[config.mk]
export PLATFORM = sky130hd
export DESIGN_NAME = route_table_insertion_lru_core
export DESIGN_NICKNAME = d
export VERILOG_FILES = /design/src/rtl/core/rtil_pkg.sv /design/src/rtl/core/rtil_ram.sv /design/src/rtl/core/route_table_insertion_lru_core.sv
export SDC_FILE = /design/constraint.sdc
export NUM_CORES = 1
export LEC_CHECK = 0
export ABC_CLOCK_PERIOD_IN_PS = 10500
export BUFFER_PORTS_ARGS = -buffer_cell sky130_fd_sc_hd__buf_2
export CAP_MARGIN = 0
export CORE_MARGIN = 5
export CORE_UTILIZATION = 45
export CTS_CLUSTER_DIAMETER = 150
export DETAILED_ROUTE_END_ITERATION = 8
export HOLD_SLACK_MARGIN = 0.1
export PLACE_DENSITY = 0.68
export SKIP_CTS_REPAIR_TIMING = 1
export SYNTH_ARGS = -nofsm -noshare
export SYNTH_HDL_FRONTEND = slang
export SYNTH_SLANG_ARGS = --single-unit
[constraint.sdc]
create_clock -name clk -period 10.5 [get_ports clk]
set_input_delay 2.1 -clock clk [delete_from_list [all_inputs] [get_ports clk]]
set_output_delay 2.1 -clock clk [all_outputs]
set_load 0.02 [all_outputs]
[src/rtl/core/rtil_pkg.sv]
// Shared types and constants for the route table core.
// No dependencies; imported by the core and its checker.
package rtil_pkg;

  localparam int RTIL_ENTRIES_DEF = 8;

  localparam int RTIL_ADDR_W = 32;
  localparam int RTIL_HOPS_W = 8;
  localparam int RTIL_SEQ_W  = 32;
  localparam int RTIL_FUNC_W = 2;

  // Beat layouts on the stream ports
  localparam int RTIL_S_DATA_W = 104;
  localparam int RTIL_M_DATA_W = 72;
  localparam int RTIL_M_USER_W = 2;

  localparam logic [RTIL_FUNC_W-1:0] FUNC_ADD    = 2'd0;
  localparam logic [RTIL_FUNC_W-1:0] FUNC_LOOKUP = 2'd1;
  localparam logic [RTIL_FUNC_W-1:0] FUNC_REMOVE = 2'd2;
  localparam logic [RTIL_FUNC_W-1:0] FUNC_FLUSH  = 2'd3;

  typedef struct packed {
    logic [RTIL_SEQ_W-1:0]  seq;
    logic [RTIL_HOPS_W-1:0] hops;
    logic [RTIL_ADDR_W-1:0] next_hop;
    logic [RTIL_ADDR_W-1:0] dest;
  } route_entry_t;

endpackage

[src/rtl/core/rtil_ram.sv]
// Generic simple dual-port RAM: one write port, one read port, registered read.
// No dependencies.
module rtil_ram #(
  parameter int WIDTH = 8,
  parameter int DEPTH = 16,
  localparam int AW = (DEPTH > 1) ? $clog2(DEPTH) : 1
) (
  input  logic             clk,
  input  logic             wr_en,
  input  logic [AW-1:0]    wr_addr,
  input  logic [WIDTH-1:0] wr_data,
  input  logic             rd_en,
  input  logic [AW-1:0]    rd_addr,
  output logic [WIDTH-1:0] rd_data
);

  logic [WIDTH-1:0] mem [DEPTH];

  always_ff @(posedge clk) begin
    if (wr_en) begin
      mem[wr_addr] <= wr_data;
    end
    if (rd_en) begin
      rd_data <= mem[rd_addr];
    end
  end

endmodule

[src/rtl/core/route_table_insertion_lru_core.sv]
// Route table core: a small table of routes keyed by destination address,
// replaced in insertion order, with add, lookup, remove and flush commands.
// Depends on rtil_pkg and rtil_ram.
//
// One command is taken at a time. Add, lookup and remove pass through the
// scan, tail, update and result states: the routes sit in a single-read-port
// entry RAM, so the key is compared against one stored destination per cycle,
// then the tail state closes the scan, the update state applies the change (age
// ranks, valid bits, RAM write) and the result state loads the output register
// once it is free. Flush skips the scan and goes straight to the update state.
// The result beat sits in an output register, so the next command beat is taken
// as soon as a result is loaded, even while the downstream side still stalls.
// Ages are kept as a rank per slot (0 newest); an add of a present destination
// rewrites it and makes it newest, an add to a full table evicts the slot of the
// highest rank.
module route_table_insertion_lru_core
  import rtil_pkg::*;
#(
  parameter int TABLE_ENTRIES = RTIL_ENTRIES_DEF
) (
  input  logic                     clk,
  input  logic                     rst,
  // Command side
  input  logic                     s_tvalid,
  output logic                     s_tready,
  // dest_addr[31:0], next_hop_addr[63:32], hops[71:64], seq_number[103:72]
  input  logic [RTIL_S_DATA_W-1:0] s_tdata,
  // func[1:0]
  input  logic [RTIL_FUNC_W-1:0]   s_tuser,
  // Result side
  output logic                     m_tvalid,
  input  logic                     m_tready,
  // route_next_hop[31:0], route_hops[39:32], route_seq[71:40]
  output logic [RTIL_M_DATA_W-1:0] m_tdata,
  // found[0], evicted[1]
  output logic [RTIL_M_USER_W-1:0] m_tuser
);

  localparam int IW = $clog2(TABLE_ENTRIES);
  localparam int LW = IW + 1;
  localparam logic [IW-1:0] LAST_IDX = IW'(TABLE_ENTRIES - 1);
  localparam logic [LW-1:0] ALL_LIMIT = LW'(TABLE_ENTRIES);
  localparam int EW = $bits(route_entry_t);

  localparam logic [2:0] ST_IDLE   = 3'd0;
  localparam logic [2:0] ST_SCAN   = 3'd1;
  localparam logic [2:0] ST_TAIL   = 3'd2;
  localparam logic [2:0] ST_UPDATE = 3'd3;
  localparam logic [2:0] ST_RESULT = 3'd4;

  logic [2:0] state;

  // Held command
  logic [RTIL_FUNC_W-1:0] op;
  route_entry_t           req;

  // Scan bookkeeping
  logic [IW-1:0] scan_cnt;
  logic          rd_vld;
  logic [IW-1:0] rd_idx;
  logic          hit;
  logic [IW-1:0] hit_idx;
  logic [IW-1:0] hit_rank;
  route_entry_t  hit_data;
  logic          free_found;
  logic [IW-1:0] free_idx;
  logic [IW-1:0] old_idx;

  // Per-slot state
  logic [TABLE_ENTRIES-1:0] valid;
  logic [IW-1:0]            rank [TABLE_ENTRIES];

  // Entry RAM
  logic         ram_wr_en;
  logic         ram_rd_en;
  logic [EW-1:0] ram_rd_data;
  route_entry_t rd_entry;

  logic          cmp_hit;
  logic          cmp_free;
  logic          cmp_old;
  logic [IW-1:0] upd_idx;
  logic [LW-1:0] upd_limit;
  logic          accept;
  logic          out_load;

  assign accept   = s_tvalid && s_tready;
  assign s_tready = (state == ST_IDLE);
  assign out_load = (state == ST_RESULT) && (!m_tvalid || m_tready);

  assign rd_entry  = route_entry_t'(ram_rd_data);
  assign ram_rd_en = (state == ST_SCAN);
  assign ram_wr_en = (state == ST_UPDATE) && (op == FUNC_ADD);

  rtil_ram #(
    .WIDTH (EW),
    .DEPTH (TABLE_ENTRIES)
  ) u_entry_ram (
    .clk     (clk),
    .wr_en   (ram_wr_en),
    .wr_addr (upd_idx),
    .wr_data (req),
    .rd_en   (ram_rd_en),
    .rd_addr (scan_cnt),
    .rd_data (ram_rd_data)
  );

  // Compare the slot read last cycle against the key
  always_comb begin
    cmp_hit  = rd_vld && valid[rd_idx] && (rd_entry.dest == req.dest);
    cmp_free = rd_vld && !valid[rd_idx];
    cmp_old  = rd_vld && valid[rd_idx] && (rank[rd_idx] == LAST_IDX);
  end

  // Pick the slot an add writes and how far the younger ranks age
  always_comb begin
    if (hit) begin
      upd_idx   = hit_idx;
      upd_limit = {1'b0, hit_rank};
    end else if (free_found) begin
      upd_idx   = free_idx;
      upd_limit = ALL_LIMIT;
    end else begin
      upd_idx   = old_idx;
      upd_limit = {1'b0, LAST_IDX};
    end
  end

  // Sequencer and control state
  always_ff @(posedge clk) begin
    if (rst) begin
      state      <= ST_IDLE;
      scan_cnt   <= '0;
      rd_vld     <= 1'b0;
      hit        <= 1'b0;
      free_found <= 1'b0;
      m_tvalid   <= 1'b0;
      valid      <= '0;
      for (int i = 0; i < TABLE_ENTRIES; i++) begin
        rank[i] <= '0;
      end
    end else begin
      rd_vld <= (state == ST_SCAN);

      if (cmp_hit && !hit) begin
        hit <= 1'b1;
      end
      if (cmp_free && !free_found) begin
        free_found <= 1'b1;
      end

      // Load a fresh beat, else drop the one taken downstream
      if (out_load) begin
        m_tvalid <= 1'b1;
      end else if (m_tready) begin
        m_tvalid <= 1'b0;
      end

      case (state)
        ST_IDLE: begin
          if (accept) begin
            hit        <= 1'b0;
            free_found <= 1'b0;
            scan_cnt   <= '0;
            state      <= (s_tuser == FUNC_FLUSH) ? ST_UPDATE : ST_SCAN;
          end
        end
        ST_SCAN: begin
          // Issue one RAM read a cycle; the compare works on the registered read data
          if (scan_cnt == LAST_IDX) begin
            state <= ST_TAIL;
          end else begin
            scan_cnt <= scan_cnt + 1'b1;
          end
        end
        ST_TAIL: begin
          state <= ST_UPDATE;
        end
        ST_UPDATE: begin
          case (op)
            FUNC_ADD: begin
              for (int i = 0; i < TABLE_ENTRIES; i++) begin
                if (valid[i] && (IW'(i) != upd_idx) && ({1'b0, rank[i]} < upd_limit)) begin
                  rank[i] <= rank[i] + 1'b1;
                end
              end
              rank[upd_idx]  <= '0;
              valid[upd_idx] <= 1'b1;
            end
            FUNC_REMOVE: begin
              if (hit) begin
                for (int i = 0; i < TABLE_ENTRIES; i++) begin
                  if (valid[i] && (rank[i] > hit_rank)) begin
                    rank[i] <= rank[i] - 1'b1;
                  end
                end
                rank[hit_idx]  <= '0;
                valid[hit_idx] <= 1'b0;
              end
            end
            FUNC_FLUSH: begin
              valid <= '0;
              for (int i = 0; i < TABLE_ENTRIES; i++) begin
                rank[i] <= '0;
              end
            end
            default: begin
              // lookup leaves the table untouched
            end
          endcase
          state <= ST_RESULT;
        end
        ST_RESULT: begin
          // Hold until the output register is free, then load the beat
          if (out_load) begin
            state <= ST_IDLE;
          end
        end
        default: begin
          state <= ST_IDLE;
        end
      endcase
    end
  end

  // Payload registers
  always_ff @(posedge clk) begin
    rd_idx <= scan_cnt;
    if (accept) begin
      op  <= s_tuser;
      req <= route_entry_t'(s_tdata);
    end
    if (cmp_hit && !hit) begin
      hit_idx  <= rd_idx;
      hit_rank <= rank[rd_idx];
      hit_data <= rd_entry;
    end
    if (cmp_free && !free_found) begin
      free_idx <= rd_idx;
    end
    if (cmp_old) begin
      old_idx <= rd_idx;
    end
    if (out_load) begin
      m_tuser[0] <= hit;
      m_tuser[1] <= (op == FUNC_ADD) && !hit && !free_found;
      if ((op == FUNC_LOOKUP) && hit) begin
        m_tdata <= {hit_data.seq, hit_data.hops, hit_data.next_hop};
      end else begin
        m_tdata <= '0;
      end
    end
  end

endmodule

==> results.ini, run 1 <==
[worst_setup_path]
slowest_delay_ns=0.75
crit_type=reg2reg
cp_slowest_cell=buf_4
crit_top_cell=buf_4
required_ns=10.81
worst-path-max-fanout=45
path_delay_family=simple AND/OR/NAND/NOR gates
arrival_ns=4.52
start_kind=register
cp_cell_sequence=nand2_2 > or2_1 > or3_1 > nor2_4 > buf_4 > buf_4
endpoint_kind=register
worst-path-buf-inv=2

[floorplanning]
die_y_um=332.6
start_util_pct=45.25
io_pins=186
die_w_um=332.6
core_area_um2=103500
die-area_um2=110600
rows=118

[clock_network]
clk_latency_ns=0.72
cts_tree=done
cts_max_level=3
numClockSinks=1245
numCtsBuffers=120
cts-root-buf=clkbuf_16
cts.clk_slew.worst_paths_ns=0.06
clockBufferDepth=3

[power]
clkPwrFrac_pct=42.1
p_switching_mw=2.083
p_seq_share_pct=54.7
leakagePower_nw=17.27
ir_drop_mv=0.1287
p_comb_share_pct=3.3
power_density_nw_per_um2=193.2
netSwitchingFraction_pct=20.16
internal_power_mw=8.250

[synth]
yosys_register_bits=1245
ys.flop_type=edfxtp_1
synthTopCellsByArea=edfxtp_1 (77%), mux4_2 (10%), mux2_2 (2.7%), dfxtp_1 (1.9%), ha_1 (1.3%)
yosys.area.top_type_share_pct=76.95
yosys_warnings=0
synth_area_um2=46830
synth_top_cell_by_area=edfxtp_1
ys_async_sr_fraction_pct=0
syn_nets=2332
synth-seq-area-share_pct=78.87
synth_edf_count=1200
synth.distinct_cells=57
syn_inst=2170
avgSynthCellArea_um2=21.58

[hold_path]
hp-class=reg2reg

[final_layout]
n_antenna_cell=0
regArea_um2=36950
design_area_um2=53490
mostFrequentLayoutCells=edfxtp_1 (1200), mux4_2 (216), buf_2 (185)
synthToLayoutAreaGrowth_pct=14.22
multi_input_area_um2=9540
fillers=7920
drive_gt1_share_pct=29.73
layout.nets=2588
final_common_cell=edfxtp_1
stdcell_count=3903

[timing]
fin_crit_ns=4.215
fmax_mhz=237.2
rsz0062_at_grt=false
slew_headroom_pct=24.85
finalSetupTns_ns=0
setup_viol=0
tightest_slew_ns=1.127
drv_slew=0
fin_skew_ns=0.04574
finalHoldViolCount=0
period_share_pct=40.15

[routing]
wl_met2_um=48160
vias_per_cell=5.535
routed.top_layer=met4
met1_length_um=41130
dr.first_iter.drc_count=1856
totalWireLength_um=97260
wire_per_inst_um=24.92
drc=0
routed-wl-met3_um=6007
firstDrtPassIters=5
via_count=21600
ant_nets=0

[grt]
antenna_found_initial=3
grt_max_degree=168
grt_pass1_vias=22670
grt_pass1_wl_um=145800
grtUsageTotal_pct=17.41
grt_remaining_overflow=0

[placement]
hpwl_um=54180
dp_cells=3684
routabilityCongestion=0.8668
io_buffers=185
dpl_cell_area_um2=49500

[run_status]
status=completed

[run]
cap_violations=0

-- sequential cells by signal, indices dropped and copies added, names as in the netlist, 8 cells and up --
name                 count
rank                    24
req                    104
hit_data                72
u_entry_ram.rd_data    104
valid                    8
u_entry_ram.mem        832
m_tdata                 72
-- routing by layer --
| layer | vias up | track usage (%) |
|---|---|---|
| met4 | 0 | 4.638 |
| li1 | 9355 | - |
| met3 | 131 | 2.952 |
| met5 | - | 0 |
| met1 | 11430 | 24.45 |
| met2 | 687 | 28.71 |
-- worst paths after layout --
| kind | start | end | slack (ns) | depth (start not counted) |
|---|---|---|---|---|
| max | state[0] | u_entry_ram.mem[0][40] | 6.28 | 6 |
| min | u_entry_ram.rd_data[37] | hit_data[37] | 0.39 | 0 |
| max reg2reg | state[0] | u_entry_ram.mem[0][40] | 6.28 | 6 |
| min reg2reg | u_entry_ram.rd_data[37] | hit_data[37] | 0.39 | 0 |
-- synthesized netlist by cell type (9+ instances only) --
library cell	instances
a21o_1	9
a21oi_1	40
and2_1	78
buf_1	29
clkbuf_1	42
dfxtp_1	45
edfxtp_1	1200
ha_1	49
inv_1	31
mux2_2	111
mux4_2	216
nand2_1	39
nand2b_1	9
nand3_1	17
nor2_1	60
nor3_1	19
nor4_1	14
o21ai_0	24
xor2_1	38
-- through the flow --
| step | hold WS [ns] | power [mW] | setup WS, ns | utilization (%) |
|---|---|---|---|---|
| after floorplan | 0.3540 | 5.962 | 1.215 | - |
| after global placement | 0.4012 | 6.085 | 6.035 | 47.82 |
| after detailed placement | 0.4045 | 6.101 | 5.995 | 47.82 |
| after CTS | 0.4001 | 10.44 | 6.216 | 51.68 |
| after global routing | 0.4093 | 10.69 | 6.060 | 51.68 |
| final | 0.3907 | 10.33 | 6.285 | 51.68 |
-- logic make-up after synthesis --
kind of cell | Yosys count | synth area share [%]
flops | 1245 | 78.87
mux | 336 | 13.28
simple gates | 259 | 2.923
compound gates | 122 | 1.734
buf+inv | 112 | 0.9351
fa+ha+maj | 52 | 1.437
xor+xnor | 44 | 0.8229
-- layout make-up --
cell class,count,area share [%]
Sequential cell,1245,69.07
Multi-Input combinational cell,813,17.84
Clock buffer,146,5.836
Tap cell,1380,3.228
Timing Repair Buffer,215,2.175
Clock inverter,73,1.630
Inverter,31,0.2222
-- power by group through the flow --
stage          clock network [mW]  logic (mW)  registers, mW
2_1_floorplan                   0       0.249           5.71
3_3_place_gp                    0       0.340           5.75
3_5_place_dp                    0       0.345           5.76
4_1_cts                      4.45       0.346           5.65
5_1_grt                      4.66       0.367           5.66
6_report                     4.35       0.337           5.65
Power figures use the tool's default switching activity.
==> run 2, diff against run 1 <==
--- a/config.mk
+++ b/config.mk
@@ -5,7 +5,8 @@
 export SDC_FILE = /design/constraint.sdc
 export NUM_CORES = 1
 export LEC_CHECK = 0
-export ABC_CLOCK_PERIOD_IN_PS = 10500
+export ABC_AREA = 1
+export ABC_CLOCK_PERIOD_IN_PS = 3790
 export BUFFER_PORTS_ARGS = -buffer_cell sky130_fd_sc_hd__buf_2
 export CAP_MARGIN = 0
 export CORE_MARGIN = 5
@@ -13,7 +14,7 @@
 export CTS_CLUSTER_DIAMETER = 150
 export DETAILED_ROUTE_END_ITERATION = 8
 export HOLD_SLACK_MARGIN = 0.1
-export PLACE_DENSITY = 0.68
+export PLACE_DENSITY = 0.7
 export SKIP_CTS_REPAIR_TIMING = 1
 export SYNTH_ARGS = -nofsm -noshare
 export SYNTH_HDL_FRONTEND = slang
==> constraint.sdc (replaced) <==
create_clock -name clk -period 3.79 [get_ports clk]
set_input_delay 0.758 -clock clk [delete_from_list [all_inputs] [get_ports clk]]
set_output_delay 0.758 -clock clk [all_outputs]
set_load 0.02 [all_outputs]
==> results.ini, run 2 <==
[routing]
via_count=28360  ; +31%
drc=0  ; unchanged
vias_per_cell=5.399  ; -2.5%
wire_per_inst_um=20.23  ; -19%
firstDrtPassIters=7  ; +2
ant_nets=0  ; unchanged
dr.first_iter.drc_count=3039  ; +64%
totalWireLength_um=106300  ; +9.3%

[grt]
grtUsageTotal_pct=18.35  ; +0.94 points
antenna_found_initial=6  ; +3
grt_remaining_overflow=0  ; unchanged
grt_pass1_vias=27400  ; +21%
grt_max_degree=164  ; -2.4%
grt_pass1_wl_um=162200  ; +11%

[timing]
setup_viol=0  ; unchanged
finalHoldViolCount=0  ; unchanged
drv_slew=0  ; unchanged
rsz0062_at_grt=false
finalSetupTns_ns=0  ; unchanged
tightest_slew_ns=0.8491  ; -0.2782 ns
period_share_pct=72.23  ; +32 points
fin_crit_ns=2.738  ; -1.478 ns
whs_ns=0.2318  ; -0.1589 ns
fmax_mhz=365.3  ; +54%
fin_skew_ns=0.02689  ; -0.01885 ns
fin_ws_ns=1.052  ; -5.232 ns
slew_headroom_pct=43.26  ; +18 points

[worst_setup_path]
slowest_delay_ns=0.73  ; -0.02 ns
cp_slowest_cell=nor2_4
required_ns=4.15  ; -6.66 ns
rr_worst_depth=6  ; unchanged
start_kind=register
rrSetupSlack_ns=1.05  ; -5.23 ns
cp_cell_sequence=inv_2 > nand2_1 > nor2_2 > inv_1 > nor2_4 > buf_12
crit_type=reg2reg
arrival_ns=3.10  ; -1.42 ns
worst-path-max-fanout=32  ; -29%
r2r_end=u_entry_ram.mem[0][92]
endpoint_kind=register
reg2reg_from=op[1]

[synth]
synth_top_cell_by_area=edfxtp_1
yosys.area.top_type_share_pct=75.06  ; -1.9 points
synth-simple-area-share_pct=9.372  ; +6.4 points
yosys_warnings=0  ; unchanged
synth_commonest_cells=edfxtp_1 (1200), nor2_1 (883), o21ai_0 (477), inv_1 (169), clkbuf_1 (130)
ys.flop_type=edfxtp_1
syn_nets=3746  ; +61%
synthTopCellsByArea=edfxtp_1 (75%), nor2_1 (6.9%), o21ai_0 (5.0%), dfxtp_1 (1.9%), a31oi_1 (1.4%)
ys_async_sr_fraction_pct=0  ; unchanged
synth_top_family_by_area=simple AND/OR/NAND/NOR gates
avgSynthCellArea_um2=13.40  ; -38%
synth.most_common_cell=edfxtp_1
yosys_register_bits=1245  ; unchanged
synth_xor_area_share_pct=0.6203  ; -0.20 points
synth_edf_count=1200  ; unchanged
yosys.area_share.adder_pct=1.402  ; -0.035 points
synth_area_um2=48010  ; +2.5%
syn_inst=3584  ; +65%
synth-compound-area-share_pct=8.697  ; +7.0 points
synth-seq-area-share_pct=76.94  ; -1.9 points
muxShareOfSynthArea_pct=0.02346  ; -13 points
synth.distinct_cells=47  ; -18%

[floorplanning]
die_y_um=336.6  ; +1.2%
die-area_um2=113300  ; +2.4%
die_w_um=336.6  ; +1.2%
rows=119  ; +0.85%
io_pins=186  ; unchanged
start_util_pct=45.48  ; +0.23 points
core_area_um2=105600  ; +2.0%

[clock_network]
cts_tree=done
cts-root-buf=clkbuf_16
cts.clk_slew.worst_paths_ns=0.06  ; about the same
numCtsBuffers=116  ; -3.3%
numClockSinks=1245  ; unchanged
clk_latency_ns=0.70  ; -0.02 ns
clockBufferDepth=3  ; unchanged
cts_max_level=3  ; unchanged

[power]
leakagePower_nw=18.82  ; +9.0%
ir_drop_mv=0.4135  ; +220%
power_density_nw_per_um2=561.3  ; +190%

[final_layout]
reg_top3=u_entry_ram.mem: 832 flops, req: 104 flops, u_entry_ram.rd_data: 104 flops
stdcell_count=5254  ; +35%
drive_gt1_share_pct=12.10  ; -18 points
design_area_um2=54600  ; +2.1%
final_common_cell=edfxtp_1
largest-register=u_entry_ram.mem
mostFrequentLayoutCells=edfxtp_1 (1200), nor2_1 (874), o21ai_0 (477)
synthToLayoutAreaGrowth_pct=13.73
layout.nets=3922  ; +52%
largest_register_ff_count=832  ; unchanged

[placement]
hpwl_um=57860  ; +6.8%
dp_cells=5033  ; +37%
routabilityCongestion=0.9504  ; +9.6%
post-place-ws_ns=1.083  ; -4.913 ns
dpl_cell_area_um2=50860  ; +2.8%
io_buffers=185  ; unchanged

[hold_path]
hp-class=in2reg
hp-start=s_tdata[52]
holdPathEnd=req[52]
min_path_cells=1  ; +1

[run_status]
status=completed

[run]
cap_violations=0  ; unchanged

[run 2: changes by cell type in the layout (fill, tap and decap cells not counted), sizes merged, moves of 93 or more]
cell / delta
a31oi: +100
inv: +148
mux2: -110
mux4: -216
nand2: +93
nor2: +831
o21ai: +457
o22ai: +105
[run 2: layer usage]
layer / part of all wire (%) / GRT usage (%) / up-vias
met2: 47 / 29.28 / 1022
met3: 7.2 / 3.380 / 170
met5: 0.044 / 0 / -
met4: 2.4 / 5.392 / 6
li1: - / - / 13260
met1: 44 / 26.11 / 13910
[run 2: power by group]
part / switching, mW / internal, mW
registers: 0.427 / 15.8
logic: 2.10 / 0.962
clock network: 4.92 / 6.45
total: 7.45 / 23.2
[run 2: worst max path at each step]
stage               slack, ns                     end  cells after the start  startpoint
detailed placement       1.08  u_entry_ram.mem[0][64]                      6       op[1]
floorplan               -0.41   u_entry_ram.mem[0][0]                      5       op[1]
CTS                      1.04  u_entry_ram.mem[0][84]                      6       op[1]
finish                   1.05  u_entry_ram.mem[0][92]                      6       op[1]
global route             0.94  u_entry_ram.mem[0][87]                      6       op[1]
global placement         1.13  u_entry_ram.mem[0][64]                      6       op[1]
[run 2: area by class of cell]
type | instances | area (µm²)
Fill cell | 8515 | 50960
Sequential cell | 1245 | 36940
Multi-Input combinational cell | 1976 | 9749
Clock buffer | 153 | 3062
Tap cell | 1391 | 1740
Timing Repair Buffer | 237 | 1717
Inverter | 184 | 713.2
Clock inverter | 65 | 669.4
Antenna cell | 3 | 7.507
[run 2: worst max-delay path: cells and delay by family (launching register included)]
family / cells / cell delay [ns]
buf+inv: 3 / 0.86
simple gates: 3 / 1.05
flops: 1 / 0.46
[run 2: metrics by stage]
| step | power (mW) | util [%] |
|---|---|---|
| 6_report | 30.65 | 51.72 |
| 5_1_grt | 31.86 | 51.72 |
| 4_1_cts | 30.85 | 51.72 |
| 3_5_place_dp | 19.55 | 48.18 |
| 3_3_place_gp | 19.46 | 48.18 |
| 2_1_floorplan | 18.45 | - |
[run 2: logic make-up after synthesis]
group / after synthesis
adders and majority gates: 52
buffers and inverters: 363
DFF: 1245
AOI/OAI and AO/OA: 769
muxes: 1
xor gates and xnor gates: 34
and+or+nand+nor: 1120
==> run 3, diff against run 2 <==
--- a/config.mk
+++ b/config.mk
@@ -6,7 +6,7 @@
 export NUM_CORES = 1
 export LEC_CHECK = 0
 export ABC_AREA = 1
-export ABC_CLOCK_PERIOD_IN_PS = 3790
+export ABC_CLOCK_PERIOD_IN_PS = 2840
 export BUFFER_PORTS_ARGS = -buffer_cell sky130_fd_sc_hd__buf_2
 export CAP_MARGIN = 0
 export CORE_MARGIN = 5
@@ -14,7 +14,7 @@
 export CTS_CLUSTER_DIAMETER = 150
 export DETAILED_ROUTE_END_ITERATION = 8
 export HOLD_SLACK_MARGIN = 0.1
-export PLACE_DENSITY = 0.7
+export PLACE_DENSITY = 0.68
 export SKIP_CTS_REPAIR_TIMING = 1
 export SYNTH_ARGS = -nofsm -noshare
 export SYNTH_HDL_FRONTEND = slang
==> constraint.sdc (replaced) <==
create_clock -name clk -period 2.84 [get_ports clk]
set_input_delay 0.568 -clock clk [delete_from_list [all_inputs] [get_ports clk]]
set_output_delay 0.568 -clock clk [all_outputs]
set_load 0.02 [all_outputs]
==> results.ini, run 3 (same netlist as run 2, synthesis figures left out) <==
[clock_network]
clockBufferDepth=3  ; unchanged
cts_max_level=3  ; unchanged
cts_tree=done
numCtsBuffers=119  ; +2.6%
numClockSinks=1245  ; unchanged
cts-root-buf=clkbuf_16
clk_latency_ns=0.70  ; about the same
cts.clk_slew.worst_paths_ns=0.06  ; about the same

[worst_setup_path]
crit_type=reg2reg
worst-path-max-fanout=27  ; -16%
reg2reg_from=req[5]
cp_slowest_cell=nor4_1
r2r_end=hit_data[37]
start_kind=register
slowest_delay_ns=0.53  ; -0.20 ns
path_delay_family=simple AND/OR/NAND/NOR gates
endpoint_kind=register
required_ns=3.21  ; -0.94 ns
arrival_ns=2.87  ; -0.23 ns
cp_cell_sequence=xnor2_1 > nand2_1 > nor4_1 > nand4_1 > nor2_4 > buf_12
rr_worst_depth=6  ; unchanged
rrSetupSlack_ns=0.34  ; -0.71 ns
worst-path-buf-inv=1  ; -2

[floorplanning]
start_util_pct=45.48  ; unchanged
core_area_um2=105600  ; unchanged
io_pins=186  ; unchanged
die-area_um2=113300  ; unchanged
rows=119  ; unchanged
die_y_um=336.6  ; unchanged
die_w_um=336.6  ; unchanged

[routing]
ant_nets=0  ; unchanged
wire_per_inst_um=20.18  ; -0.22%
via_count=28870  ; +1.8%
dr.first_iter.drc_count=2725  ; -10%
vias_per_cell=5.365  ; -0.63%
totalWireLength_um=108600  ; +2.2%
drc=0  ; unchanged
firstDrtPassIters=5  ; -2

[timing]
slew_headroom_pct=53.92  ; +11 points
fmax_mhz=400.0  ; +9.5%
finalHoldViolCount=0  ; unchanged
fin_ws_ns=0.3401  ; -0.7124 ns
period_share_pct=88.03  ; +16 points
tightest_slew_ns=0.6905  ; -0.1586 ns
drv_slew=0  ; unchanged
fin_skew_ns=0.02815  ; +0.001259 ns
rsz0062_at_grt=false
setup_viol=0  ; unchanged
fin_crit_ns=2.500  ; -0.2376 ns

[hold_path]
hp-start=s_tdata[3]
min_path_cells=1  ; unchanged
hp-class=in2reg
holdPathEnd=req[3]

[power]
ir_drop_mv=0.5491  ; +33%
power_density_nw_per_um2=747.5  ; +33%
leakagePower_nw=19.50  ; +3.6%

[final_layout]
stdcell_count=5381  ; +2.4%
design_area_um2=56050  ; +2.6%
synthToLayoutAreaGrowth_pct=16.74
final_common_cell=edfxtp_1
postLayoutCoreUtil_pct=53.09  ; +1.4 points
mostFrequentLayoutCells=edfxtp_1 (1200), nor2_1 (874), o21ai_0 (477)
regArea_um2=36940  ; unchanged
largest-register=u_entry_ram.mem
multi_input_area_um2=9749  ; unchanged
fillers=8398  ; -1.4%
drive_gt1_share_pct=12.91  ; +0.82 points
largest_register_ff_count=832  ; unchanged
reg_top3=u_entry_ram.mem: 832 flops, req: 104 flops, u_entry_ram.rd_data: 104 flops
layout.nets=4046  ; +3.2%

[grt]
grt_pass1_vias=27660  ; +0.95%
grt_busiest_layer=met2
gr-usage-met1_pct=26.19  ; +0.080 points
grt_remaining_overflow=0  ; unchanged
grt_pass1_wl_um=164800  ; +1.6%
met2_usage_pct=30.87  ; +1.6 points
antenna_found_initial=5  ; -1
met3_usage_pct=3.190  ; -0.19 points
grt_max_degree=114  ; -30%
grtUsageTotal_pct=18.70  ; +0.35 points

[placement]
post-place-ws_ns=0.2980  ; -0.7846 ns
dpl_cell_area_um2=51170  ; +0.61%
routabilityCongestion=0.9067  ; -4.6%
dp_cells=5061  ; +0.56%
hpwl_um=61700  ; +6.6%
io_buffers=185  ; unchanged

[run_status]
status=completed

[run]
cap_violations=0  ; unchanged

-- run 3: worst max path at each step --
stage	cells past startpoint	start	slack, ns	endpoint
floorplan	8	state[0]	-0.98	scan_cnt[1]
global placement	6	req[5]	0.36	hit_data[33]
detailed placement	6	req[4]	0.30	hit_data[33]
CTS	6	req[5]	0.26	hit_data[50]
global route	11	hit_rank[2]	0.10	rank[2][2]
finish	6	req[5]	0.34	hit_data[37]
-- run 3: layer usage --
metal | wire, µm | vias to the layer above
met5 | 26 | -
met4 | 2124 | 4
met1 | 47130 | 14220
met2 | 52420 | 971
li1 | - | 13540
met3 | 6889 | 135
-- run 3: area by class of cell --
class / instances / area share, %
flip-flops and latches: 1245 / 65.91
multi-input cells: 1976 / 17.40
clock buffers: 151 / 5.639
repair buffers: 358 / 5.277
well taps: 1391 / 3.105
clock inverters: 74 / 1.386
inverters: 184 / 1.272
diodes: 2 / 0.008930
-- run 3: power by group --
| group | total, mW | internal, mW | switching (mW) |
|---|---|---|---|
| sequential | 21.6 | 21.1 | 0.552 |
| combinational | 4.36 | 1.46 | 2.89 |
| clock | 15.9 | 9.24 | 6.69 |
| total | 41.9 | 31.8 | 10.1 |
-- run 3: per-stage QoR --
stage / TNS (ns) / power, mW / hold WS [ns]
2_1_floorplan: -463.42 / 24.63 / 0.3552
3_3_place_gp: 0 / 26.13 / 0.4009
3_5_place_dp: 0 / 26.24 / 0.4045
4_1_cts: 0 / 42.07 / 0.003695
5_1_grt: 0 / 43.51 / 0.1022
6_report: 0 / 41.90 / 0.1228
